**src/sv/rmst_pkg.sv**
```systemverilog
// shared types, codes and helpers of the range-minimum segment tree
`timescale 1ns / 1ps

package rmst_pkg;

   localparam int IDX_W          = 10;
   localparam int REND_W         = 11;
   localparam int VAL_W          = 64;
   localparam int LEAVES_DEFAULT = 1024;

   localparam logic signed [VAL_W-1:0] EMPTY_VALUE = 64'sd1000000000000000000;

   localparam logic OP_UPDATE = 1'b0;
   localparam logic OP_QUERY  = 1'b1;

   localparam int STEP_W = 4;
   localparam int COND_W = 4;

   // branch conditions of the control store
   localparam logic [COND_W-1:0] COND_ALWAYS      = 4'd0;
   localparam logic [COND_W-1:0] COND_NO_REQ      = 4'd1;
   localparam logic [COND_W-1:0] COND_UPDATE      = 4'd2;
   localparam logic [COND_W-1:0] COND_SKIP        = 4'd3;
   localparam logic [COND_W-1:0] COND_RANGE_DONE  = 4'd4;
   localparam logic [COND_W-1:0] COND_RSP_FULL    = 4'd5;
   localparam logic [COND_W-1:0] COND_LEAF_ROOT   = 4'd6;
   localparam logic [COND_W-1:0] COND_PARENT_ROOT = 4'd7;
   localparam logic [COND_W-1:0] COND_CLEAR_LAST  = 4'd8;

   // read address select
   localparam logic [1:0] RD_LO       = 2'd0;
   localparam logic [1:0] RD_HI_M1    = 2'd1;
   localparam logic [1:0] RD_SIB      = 2'd2;
   localparam logic [1:0] RD_PAR_SIB  = 2'd3;

   // write select
   localparam logic [1:0] WR_NONE     = 2'd0;
   localparam logic [1:0] WR_LEAF     = 2'd1;
   localparam logic [1:0] WR_PARENT   = 2'd2;
   localparam logic [1:0] WR_CLEAR    = 2'd3;

   typedef struct packed {
      logic [COND_W-1:0] cond;
      logic [STEP_W-1:0] tgt_t;
      logic [STEP_W-1:0] tgt_f;
      logic              req_ready;
      logic [1:0]        rd_sel;
      logic [1:0]        wr_sel;
      logic              acc_l_en;
      logic              acc_r_en;
      logic              walk_en;
      logic              rsp_load;
   } ctrl_type;

   typedef struct packed {
      logic req_valid;
      logic is_update;
      logic skip;
      logic range_done;
      logic rsp_full;
      logic leaf_root;
      logic parent_root;
      logic clear_last;
   } flags_type;

   function automatic logic signed [VAL_W-1:0] min64(input logic signed [VAL_W-1:0] a,
                                                      input logic signed [VAL_W-1:0] b);
      return (b < a) ? b : a;
   endfunction

endpackage

```
**src/sv/rmst_sequencer.sv**
```systemverilog
// control store, step counter and branch logic of the range-minimum tree
`timescale 1ns / 1ps

module rmst_sequencer (
   input  logic                clock,
   input  logic                reset,
   input  rmst_pkg::flags_type flags,
   output rmst_pkg::ctrl_type  ctrl
);
   import rmst_pkg::*;

   localparam logic [STEP_W-1:0] ST_WAIT     = 4'd0;
   localparam logic [STEP_W-1:0] ST_DISPATCH = 4'd1;
   localparam logic [STEP_W-1:0] ST_Q_TEST   = 4'd2;
   localparam logic [STEP_W-1:0] ST_Q_STEP   = 4'd3;
   localparam logic [STEP_W-1:0] ST_Q_OUT    = 4'd4;
   localparam logic [STEP_W-1:0] ST_U_CHECK  = 4'd5;
   localparam logic [STEP_W-1:0] ST_U_LEAF   = 4'd6;
   localparam logic [STEP_W-1:0] ST_U_LEVEL  = 4'd7;
   localparam logic [STEP_W-1:0] ST_CLEAR    = 4'd8;

   function automatic ctrl_type rom_word(input logic [STEP_W-1:0] step);
      ctrl_type w;
      w = '0;
      w.cond   = COND_ALWAYS;
      w.tgt_t  = ST_WAIT;
      w.tgt_f  = ST_WAIT;
      w.rd_sel = RD_LO;
      w.wr_sel = WR_NONE;
      case (step)
         ST_WAIT: begin
            w.cond      = COND_NO_REQ;
            w.tgt_t     = ST_WAIT;
            w.tgt_f     = ST_DISPATCH;
            w.req_ready = 1'b1;
         end
         ST_DISPATCH: begin
            w.cond  = COND_UPDATE;
            w.tgt_t = ST_U_CHECK;
            w.tgt_f = ST_Q_TEST;
         end
         // read the left border node, fold in the right node read last step
         ST_Q_TEST: begin
            w.cond     = COND_RANGE_DONE;
            w.tgt_t    = ST_Q_OUT;
            w.tgt_f    = ST_Q_STEP;
            w.rd_sel   = RD_LO;
            w.acc_r_en = 1'b1;
         end
         ST_Q_STEP: begin
            w.cond     = COND_ALWAYS;
            w.tgt_t    = ST_Q_TEST;
            w.tgt_f    = ST_Q_TEST;
            w.rd_sel   = RD_HI_M1;
            w.acc_l_en = 1'b1;
            w.walk_en  = 1'b1;
         end
         ST_Q_OUT: begin
            w.cond     = COND_RSP_FULL;
            w.tgt_t    = ST_Q_OUT;
            w.tgt_f    = ST_WAIT;
            w.rsp_load = 1'b1;
         end
         ST_U_CHECK: begin
            w.cond  = COND_SKIP;
            w.tgt_t = ST_WAIT;
            w.tgt_f = ST_U_LEAF;
         end
         ST_U_LEAF: begin
            w.cond   = COND_LEAF_ROOT;
            w.tgt_t  = ST_WAIT;
            w.tgt_f  = ST_U_LEVEL;
            w.rd_sel = RD_SIB;
            w.wr_sel = WR_LEAF;
         end
         // one ancestor per cycle: sibling read one step ahead
         ST_U_LEVEL: begin
            w.cond   = COND_PARENT_ROOT;
            w.tgt_t  = ST_WAIT;
            w.tgt_f  = ST_U_LEVEL;
            w.rd_sel = RD_PAR_SIB;
            w.wr_sel = WR_PARENT;
         end
         ST_CLEAR: begin
            w.cond   = COND_CLEAR_LAST;
            w.tgt_t  = ST_WAIT;
            w.tgt_f  = ST_CLEAR;
            w.wr_sel = WR_CLEAR;
         end
         default: begin
            w.cond  = COND_ALWAYS;
            w.tgt_t = ST_WAIT;
            w.tgt_f = ST_WAIT;
         end
      endcase
      return w;
   endfunction

   logic [STEP_W-1:0] upc_ff;
   logic [STEP_W-1:0] upc_in;
   logic              cond_hit;

   assign ctrl = rom_word(upc_ff);

   always_comb begin
      case (ctrl.cond)
         COND_ALWAYS:      cond_hit = 1'b1;
         COND_NO_REQ:      cond_hit = !flags.req_valid;
         COND_UPDATE:      cond_hit = flags.is_update;
         COND_SKIP:        cond_hit = flags.skip;
         COND_RANGE_DONE:  cond_hit = flags.range_done;
         COND_RSP_FULL:    cond_hit = flags.rsp_full;
         COND_LEAF_ROOT:   cond_hit = flags.leaf_root;
         COND_PARENT_ROOT: cond_hit = flags.parent_root;
         COND_CLEAR_LAST:  cond_hit = flags.clear_last;
         default:          cond_hit = 1'b1;
      endcase
      upc_in = cond_hit ? ctrl.tgt_t : ctrl.tgt_f;
   end

   always_ff @(posedge clock) begin
      if (reset) begin
         upc_ff <= ST_CLEAR;
      end else begin
         upc_ff <= upc_in;
      end
   end

endmodule

```
**config.mk**
```make
export PLATFORM = sky130hd
export DESIGN_NAME = rmst_sequencer
export DESIGN_NICKNAME = d
export VERILOG_FILES = /design/src/sv/rmst_pkg.sv /design/src/sv/rmst_sequencer.sv
export SDC_FILE = /design/constraint.sdc
export NUM_CORES = 1
export LEC_CHECK = 0
export BUFFER_PORTS_ARGS = -buffer_cell sky130_fd_sc_hd__buf_2
export CORE_AREA = 2 2 39 41
export DETAILED_ROUTE_END_ITERATION = 6
export DIE_AREA = 0 0 41 43
export PLACE_DENSITY = 0.72
export SLEW_MARGIN = 0
export SYNTH_ARGS = -nofsm -noshare
export SYNTH_HDL_FRONTEND = slang
export SYNTH_SLANG_ARGS = --single-unit
```
**constraint.sdc**
```tcl
create_clock -name clock -period 2.9 [get_ports clock]
set_input_delay 0.145 -clock clock [delete_from_list [all_inputs] [get_ports clock]]
set_output_delay 0.145 -clock clock [all_outputs]
set_load 0.01 [all_outputs]
```
---- After elaboration in Yosys (flattened, before gate mapping) ----
Cells that the tools add are included.
storage, ports and cells
  output and inout bits ................... 21
  memories kept ........................... 0
  logic and storage cells ................. 28
  register bits ........................... 4
  RAM bits ................................ 0
  ROM bits ................................ 0
  latch bits .............................. 0
  bits of input ports ..................... 10
operators by class
  muxes and demuxes ....................... 9
  eq/ne operators ......................... 16
  multipliers ............................. 0
  order comparisons ....................... 0
  add/subtract/negate cells ............... 0
  shifts and indexed selects .............. 0
  divide/modulo/power cells ............... 0
  bitwise operators ....................... 0
  reduce and logical (&&, ||, !) cells .... 2
operator list
  operator                                                         number
  12-bit case mux with 9 select lines                              1
  4-bit by 3-bit == test with 1-bit output, second input constant  8
  4-bit by 2-bit == test with 1-bit output, second input constant  4
  2-bit case mux with 3 select lines                               2
  4-bit by 1-bit == test with 1-bit output, second input constant  2
  4-bit == test, second input constant                             2
  1-bit case mux with 8 select lines                               1
  4-bit logical NOT                                                1
  1-bit 2-to-1 mux                                                 4
  4-bit 2-to-1 mux                                                 1
  1-bit logical NOT                                                1

---- Logic depth before layout (Yosys ltp) ----
Gate-level depths: netlist of the first run.
  word-level depth ........................ 5
  gate-level depth with buffers ........... 6
  gate-level depth less buffers ........... 4

---- Worst setup path before layout of the first run ----
OpenSTA, ideal clock, no wires.
  path kind ............................... reg2reg
  start point ............................. register upc_ff[0]
  end point ............................... register upc_ff[2]
  period minus slack after synthesis ...... 1,388 ps
  required time ........................... 2,828 ps
  arrival time ............................ 1,316 ps
  library setup time ...................... 72 ps
  path slack .............................. 1,512 ps
  path buffers ............................ 1
  stages on the path, launching flop included .. 6
  cell sequence ........................... dfxtp_1 > buf_2 > nand2b_1 > a311oi_1 > nand2_1 > mux2i_1
RTL lines
  item                    RTL line               source
  from (decl)             rmst_sequencer.sv:99   logic [STEP_W-1:0] upc_ff;
  from (signal assigned)  rmst_sequencer.sv:125  upc_ff <= upc_in;

==> flow_summary.yaml, run 1 <==
finish:
  largest_register: "upc_ff"
  antennaDiodeCount: 0
  final_cell_mix: "buf_2 (29), nor3_1 (10), nor2_1 (7)"
  top_regs: "upc_ff (4)"
  largest_reg_flops: 4
  nNetsFinal: 101
  drive_gt1_frac: 0.404
  final_common_cell: "buf_2"
  final_area_um2: 597
  syn_to_final_growth_pct: 25.9
placed_design:
  place_congestion: 0.865
  post-place-ws_ns: 1.26
  placed_area_um2: 574
  dp_hpwl_um: 915
  io_buffer_count: 29
synthesis:
  async_reset_ff_frac: 0
  seq_area_frac_synth: 0.169
  synth-edff-count: 0
  syn_area_per_cell_um2: 7.18
  ys_warn_count: 0
  synth_ff_type: "dfxtp_1"
  yosysUniqueCellTypes: 28
  syn-num-nets: 76
  netlist_instances: 66
  synth-seq-cells: 4
  syn_area_um2: 474
min_path:
  worstHoldStart: "reset"
  hold_depth: 2
  hp-class: "in2reg"
  hold_end: "upc_ff[3]"
timing:
  fin_tns_setup_ns: 0
  setup_ws_ns: 1.07
  hold_viol_final: 0
  clock_skew_ns: 0.000146
  slew_headroom: 0.522
  rsz0062_at_grt: "no"
  drv_slew: 0
  worstMarginPinSlew_ns: 0.715
  period_needed_ns: 1.83
  max_freq_mhz: 548
  final-setup-viol-count: 0
  period_share: 0.629
  hold_slack_ns: 0.141
setup_path:
  setup.worst_path.end_class: "primary output"
  rrSetupSlack_ns: 1.26
  worstReg2RegStart: "upc_ff[2]"
  path_class: "reg2out"
  cp.arrival_ns: 1.68
  crit_required_ns: 2.76
  critPathMaxFanout: 22
  r2r_cells: 4
  r2r-end: "upc_ff[2]"
  cp-start-kind: "register"
clock_network:
  cts_setup_buffers: 0
  post_cts_resized: 0
  insertion_delay_ns: 0.23
  cts_inserted_buffers: 3
  postCtsHoldBufs: 0
  htreeDepth: 1
  clk_pin_slew_ns: 0.04
  cts_tree: "done"
  cts.path.max_buffers: 2
  cts_sinks: 4
  cts_root_buffer: "clkbuf_4"
status:
  outcome: "completed"
pwr:
  switching_power_uw: 98.2
  peakVddDrop_mv: 0.135
  p_sw_frac: 0.383
  p_comb_frac: 0.421
  p_clk_frac: 0.264
  intPower_uw: 158
  seqPwrFrac: 0.315
  power.total_uw: 256
  p_per_area_nw_per_um2: 429
  leakage_nw: 0.302
global_route:
  gr-total-overflow: 0
  grt_pass1_vias: 450
  grt_use_total: 0.144
  antenna_found_initial: 0
  grt_max_degree: 23
  grt_pass1_wl_um: 1800
floorplanning:
  die_area_um2: 1760
  ios: 31
  die_x_um: 41
  chipHeight_um: 43
  initial_core_util: 0.343
  core_um2: 1380
  num_rows: 14
flow_run:
  cap_violations: 0
detailed_routing:
  vias: 537
  wl_um: 1220
  drc: 0
  antenna_left: 0
  drt_iter0_drc: 6
  vias_per_cell: 5.11
  firstDrtPassIters: 4
  wl_per_cell_um: 11.6
## cells by family (layout without fill, tap and decap cells)
group	count (synthesis)	in the layout	synth area share
DFF	4	4	0.169
other	1	1	0.00791
buffers and inverters	12	35	0.161
AOI/OAI and AO/OA	12	12	0.232
muxes	4	4	0.0844
and+or+nand+nor	33	33	0.346
## how the worst max path moves through the flow
stage,start,endpoint,slack [ns],cells past startpoint
global placement,upc_ff[2],upc_ff[2],1.34,4
floorplan,upc_ff[0],upc_ff[2],1.51,5
CTS,upc_ff[3],ctrl[4],1.08,5
global route,upc_ff[2],ctrl[18],0.88,4
finish,upc_ff[3],ctrl[4],1.07,5
detailed placement,upc_ff[2],upc_ff[2],1.26,4
## synthesized netlist by cell type (all sizes together), types with 2 or more instances
cell type,count,share of area
inv,3,0.024
o31ai,2,0.053
nor3,10,0.11
nor2,7,0.055
nor2b,2,0.026
or2,2,0.026
a21oi,2,0.021
mux2i,4,0.084
dfxtp,4,0.17
nand2,6,0.047
nand2b,2,0.026
buf,9,0.14
## power groups by stage
stage / Sequential (mW) / Combinational, mW / Clock (mW)
2_1_floorplan: 0.0636 / 0.0960 / 0
6_report: 0.0808 / 0.108 / 0.0675
5_1_grt: 0.0832 / 0.120 / 0.0732
4_1_cts: 0.0801 / 0.109 / 0.0709
3_3_place_gp: 0.0806 / 0.107 / 0
3_5_place_dp: 0.0810 / 0.108 / 0
## routing by layer
metal / wire [µm] / vias to the layer above / part of all wire / global-route usage
met5: 0 / - / 0 / 0
met4: 17 / 0 / 0.014 / 0.0733
met3: 112 / 2 / 0.092 / 0.00524
met2: 559 / 29 / 0.46 / 0.225
met1: 528 / 234 / 0.43 / 0.190
li1: - / 272 / - / -
## critical path, stage by stage, from the launching register on
cell	delay (ns)
dfxtp_1	0.77
nor2b_1	0.17
and2_1	0.21
nor2_1	0.10
nor2_1	0.04
buf_2	0.14
## layout make-up
class,count,area (µm²)
fillers,153,787
multi-input cells,50,318
repair buffers,29,145
flip-flops and latches,4,80.1
clock buffers,3,22.5
well taps,16,20.0
inverters,3,11.3
## through the flow
stage | cells | util
final | 105 | 0.431
after floorplan | 66 | -
after global placement | 102 | 0.415
after global routing | 105 | 0.431
after detailed placement | 102 | 0.415
after CTS | 105 | 0.431
Power figures use the tool's default switching activity.
==> run 2, diff against run 1 <==
Clock period 2.9 ns to 1.9 ns, I/O delays scaled along.
==> flow_summary.yaml, run 2 (synthesized netlist as in run 1, its figures left out) <==
floorplanning:
  die_x_um: 41
  ios: 31
  num_rows: 14
  chipHeight_um: 43
  die_area_um2: 1760
  initial_core_util: 0.343
  core_um2: 1380
setup_path:
  setup.worst_path.end_class: "primary output"
  crit_required_ns: 1.80
  path_delay_family: "flip-flops"
  path_class: "reg2out"
  r2r_cells: 4
  critPathMaxFanout: 13
  cp.arrival_ns: 1.65
  max_stage_delay_ns: 0.60
  worstPathCellList: "nand2b_1, a311oi_1, buf_2"
  slowest_stage: "dfxtp_1"
  crit_buf_inv: 1
  crit_cells: 3
  cp-start-kind: "register"
timing:
  period_needed_ns: 1.75
  setup_ws_ns: 0.151
  period_share: 0.920
  hold_slack_ns: 0.113
  fin_tns_setup_ns: 0
  rsz0062_at_grt: "no"
  max_freq_mhz: 572
  hold_viol_final: 0
  drv_slew: 0
  final-setup-viol-count: 0
  clock_skew_ns: 0.000868
clock_network:
  postCtsHoldBufs: 0
  cts_root_buffer: "clkbuf_4"
  cts.path.max_buffers: 2
  post_cts_resized: 0
  cts_setup_buffers: 0
  htreeDepth: 1
  insertion_delay_ns: 0.23
  clk_pin_slew_ns: 0.04
  cts_tree: "done"
  cts_sinks: 4
  cts_inserted_buffers: 3
placed_design:
  io_buffer_count: 29
  dp_cells: 103
  place_congestion: 0.859
  placed_area_um2: 582
  dp_hpwl_um: 920
  post-place-ws_ns: 0.267
detailed_routing:
  drc: 0
  wl_per_cell_um: 11.3
  antenna_left: 0
  vias: 547
  wl_um: 1200
  firstDrtPassIters: 4
  drt_iter0_drc: 7
  vias_per_cell: 5.16
global_route:
  grt_max_degree: 17
  grt_pass1_vias: 455
  grt_use_total: 0.149
  antenna_found_initial: 0
  gr-total-overflow: 0
  grt_pass1_wl_um: 1920
status:
  outcome: "completed"
min_path:
  hold_depth: 2
  hp-class: "in2reg"
finish:
  finalNonFillerCells: 106
  final_cell_mix: "buf_2 (29), nor3_1 (10), nor2_1 (7)"
  antennaDiodeCount: 0
  drive_gt1_frac: 0.422
  utilization: 0.438
  final_area_um2: 606
  largest_reg_flops: 4
  syn_to_final_growth_pct: 27.7
  final_common_cell: "buf_2"
  top_regs: "upc_ff (4)"
  nNetsFinal: 102
  largest_register: "upc_ff"
pwr:
  p_per_area_nw_per_um2: 652
  power.total_uw: 395
  leakage_nw: 0.307
  peakVddDrop_mv: 0.206
flow_run:
  cap_violations: 0
-- run 2: path summary, 6_finish.rpt --
path	to	startpoint	slack (ns)
max	ctrl[15]	upc_ff[1]	0.15
min	upc_ff[3]	reset	0.11
max reg2reg	upc_ff[3]	upc_ff[1]	0.32
min reg2reg	upc_ff[0]	upc_ff[0]	0.80
-- run 2: per-layer routing --
metal	vias up	routed length [µm]	track usage
met1	255	537	0.219
met4	0	0	0.0267
met2	22	561	0.228
met5	-	0	0
li1	270	-	-
met3	0	96	0.0157
-- run 2: worst register-to-register path, cell delays in order (launching register included) --
cell and delay (ns):
dfxtp_1 0.60, nand2b_1 0.24, o31ai_2 0.34, a211oi_4 0.10, a21o_1 0.20
-- run 2: cell type report --
cell class / instances / area [µm²]
flip-flops and latches: 4 / 81.3
inverters: 3 / 11.3
well taps: 16 / 20.0
fillers: 153 / 778
clock buffers: 3 / 22.5
repair buffers: 30 / 153
multi-input cells: 50 / 318
-- run 2: report_power, final --
group	total [mW]	internal [mW]	switching (mW)	leakage (nW)
registers	0.115	0.0918	0.0233	0.0332
clock network	0.102	0.0705	0.0314	0.0138
logic	0.178	0.0832	0.0947	0.260
==> run 3, diff against run 2 <==
Settings changed: CORE_AREA 2 2 39 41 to not set, CORE_MARGIN set to 2, CORE_UTILIZATION set to 36, CTS_CLUSTER_DIAMETER set to 120, DIE_AREA 0 0 41 43 to not set, PLACE_DENSITY 0.72 to 0.75.
Clock period 1.9 ns to 1.6 ns, I/O delays scaled along.
==> flow_summary.yaml, run 3 (synthesized netlist as in run 1, its figures left out) <==
clock_network:
  insertion_delay_ns: 0.25
  cts_sinks: 4
  cts_tree: "done"
  cts_inserted_buffers: 3
  htreeDepth: 1
  clk_pin_slew_ns: 0.04
  cts_root_buffer: "clkbuf_4"
  cts.path.max_buffers: 2
timing:
  period_share: 0.938
  fin_tns_setup_ns: 0
  drv_slew: 0
  hold_viol_final: 0
  max_freq_mhz: 666
  clock_skew_ns: 0.00312
  final-setup-viol-count: 0
  period_needed_ns: 1.50
  rsz0062_at_grt: "no"
global_route:
  gr-total-overflow: 0
  grt_pass1_wl_um: 1850
  grt_max_degree: 14
  grt_use_total: 0.173
  use_met3: 0.0389
  grt_pass1_vias: 449
  gr-max-usage-layer: "met2"
  antenna_found_initial: 0
  met1_usage: 0.201
  grt.met2_usage: 0.298
detailed_routing:
  firstDrtPassIters: 4
  antenna_left: 0
  vias_per_cell: 5.54
  drt_iter0_drc: 8
  vias: 593
  wl_per_cell_um: 13.1
  drc: 0
  wl_um: 1410
pwr:
  p_sw_frac: 0.399
  peakVddDrop_mv: 0.264
  p_per_area_nw_per_um2: 791
  seqPwrFrac: 0.266
  p_clk_frac: 0.274
  intPower_uw: 301
  switching_power_uw: 200
  p_comb_frac: 0.459
  leakage_nw: 0.319
finish:
  top_regs: "upc_ff (4)"
  nNetsFinal: 104
  final_cell_mix: "buf_2 (29), nor3_1 (9), nor2_1 (7)"
  drive_gt1_frac: 0.489
  final_common_cell: "buf_2"
  largest_reg_flops: 4
  fillerInstances: 129
  antennaDiodeCount: 0
  largest_register: "upc_ff"
  finalNonFillerCells: 107
  syn_to_final_growth_pct: 33.8
floorplanning:
  die_area_um2: 1620
  chipHeight_um: 40.3
  num_rows: 13
  initial_core_util: 0.374
  die_x_um: 40.3
  ios: 31
  core_um2: 1270
setup_path:
  path_class: "reg2out"
  slowest_stage: "dfxtp_2"
  path_delay_family: "flip-flops"
  cp.arrival_ns: 1.42
  setup.worst_path.end_class: "primary output"
  critPathMaxFanout: 13
  crit_required_ns: 1.52
  max_stage_delay_ns: 0.46
  cp-start-kind: "register"
  worstPathCellList: "nand2b_1, a311oi_2, buf_2"
  crit_buf_inv: 1
placed_design:
  dp_cells: 104
  place_congestion: 0.758
  dp_hpwl_um: 953
  io_buffer_count: 29
flow_run:
  cap_violations: 0
min_path:
  hp-class: "in2reg"
status:
  outcome: "completed"
==> run 3: final timing paths <==
kind / startpoint / cells past startpoint / slack (ns) / end
worst min register to register: upc_ff[3] / 2 / 0.68 / upc_ff[0]
worst max register to register: upc_ff[0] / 4 / 0.1 / upc_ff[2]
worst min-delay path: reset / 2 / 0.06 / upc_ff[3]
worst max-delay path: upc_ff[1] / 3 / 0.1 / ctrl[15]
==> run 3: final cells by class <==
cell class	instances	area, µm²	share of cell area
multi-input cells	50	329	0.519
repair buffers	32	168	0.264
flip-flops and latches	4	85.1	0.134
clock buffers	3	22.5	0.0355
well taps	15	18.8	0.0296
inverters	3	11.3	0.0178
==> run 3: worst register-to-register path, cell delays in order, from the launching register on <==
cell      delay, ns
dfxtp_2        0.41
nand2b_1       0.28
o31ai_2        0.13
a211oi_4       0.34
mux2i_1        0.26
==> run 3: repair_timing <==
item | in CTS | in global routing
setup buffers | 0 | 0
gates resized for setup | 1 | 5
endpoints found under the setup margin | 2 | 5
hold buffers | 0 | 0
==> run 3: routing by layer <==
| layer | vias to the layer above | wire length, µm |
|---|---|---|
| met1 | 279 | 561 |
| li1 | 278 | - |
| met2 | 34 | 699 |
| met5 | - | 0 |
| met4 | 0 | 14 |
| met3 | 2 | 131 |
==> run 3: stage by stage <==
stage / hold slack [ns] / utilization / area, µm² / setup slack [ns] / power [mW]
floorplan: 0.166 / - / 474 / 0.212 / 0.289
global placement: 0.302 / 0.469 / 596 / 0.137 / 0.354
detailed placement: 0.311 / 0.469 / 596 / 0.0626 / 0.356
CTS: 0.0620 / 0.488 / 619 / 0.0859 / 0.492
global route: 0.0669 / 0.500 / 634 / 0.0240 / 0.534
finish: 0.0557 / 0.500 / 634 / 0.0990 / 0.501
==> run 3: power by group through the flow <==
stage | clock (mW) | sequential, mW | combinational (mW)
CTS | 0.136 | 0.131 | 0.225
floorplan | 0 | 0.115 | 0.174
global placement | 0 | 0.132 | 0.221
detailed placement | 0 | 0.132 | 0.223
global route | 0.144 | 0.136 | 0.254
finish | 0.137 | 0.134 | 0.230
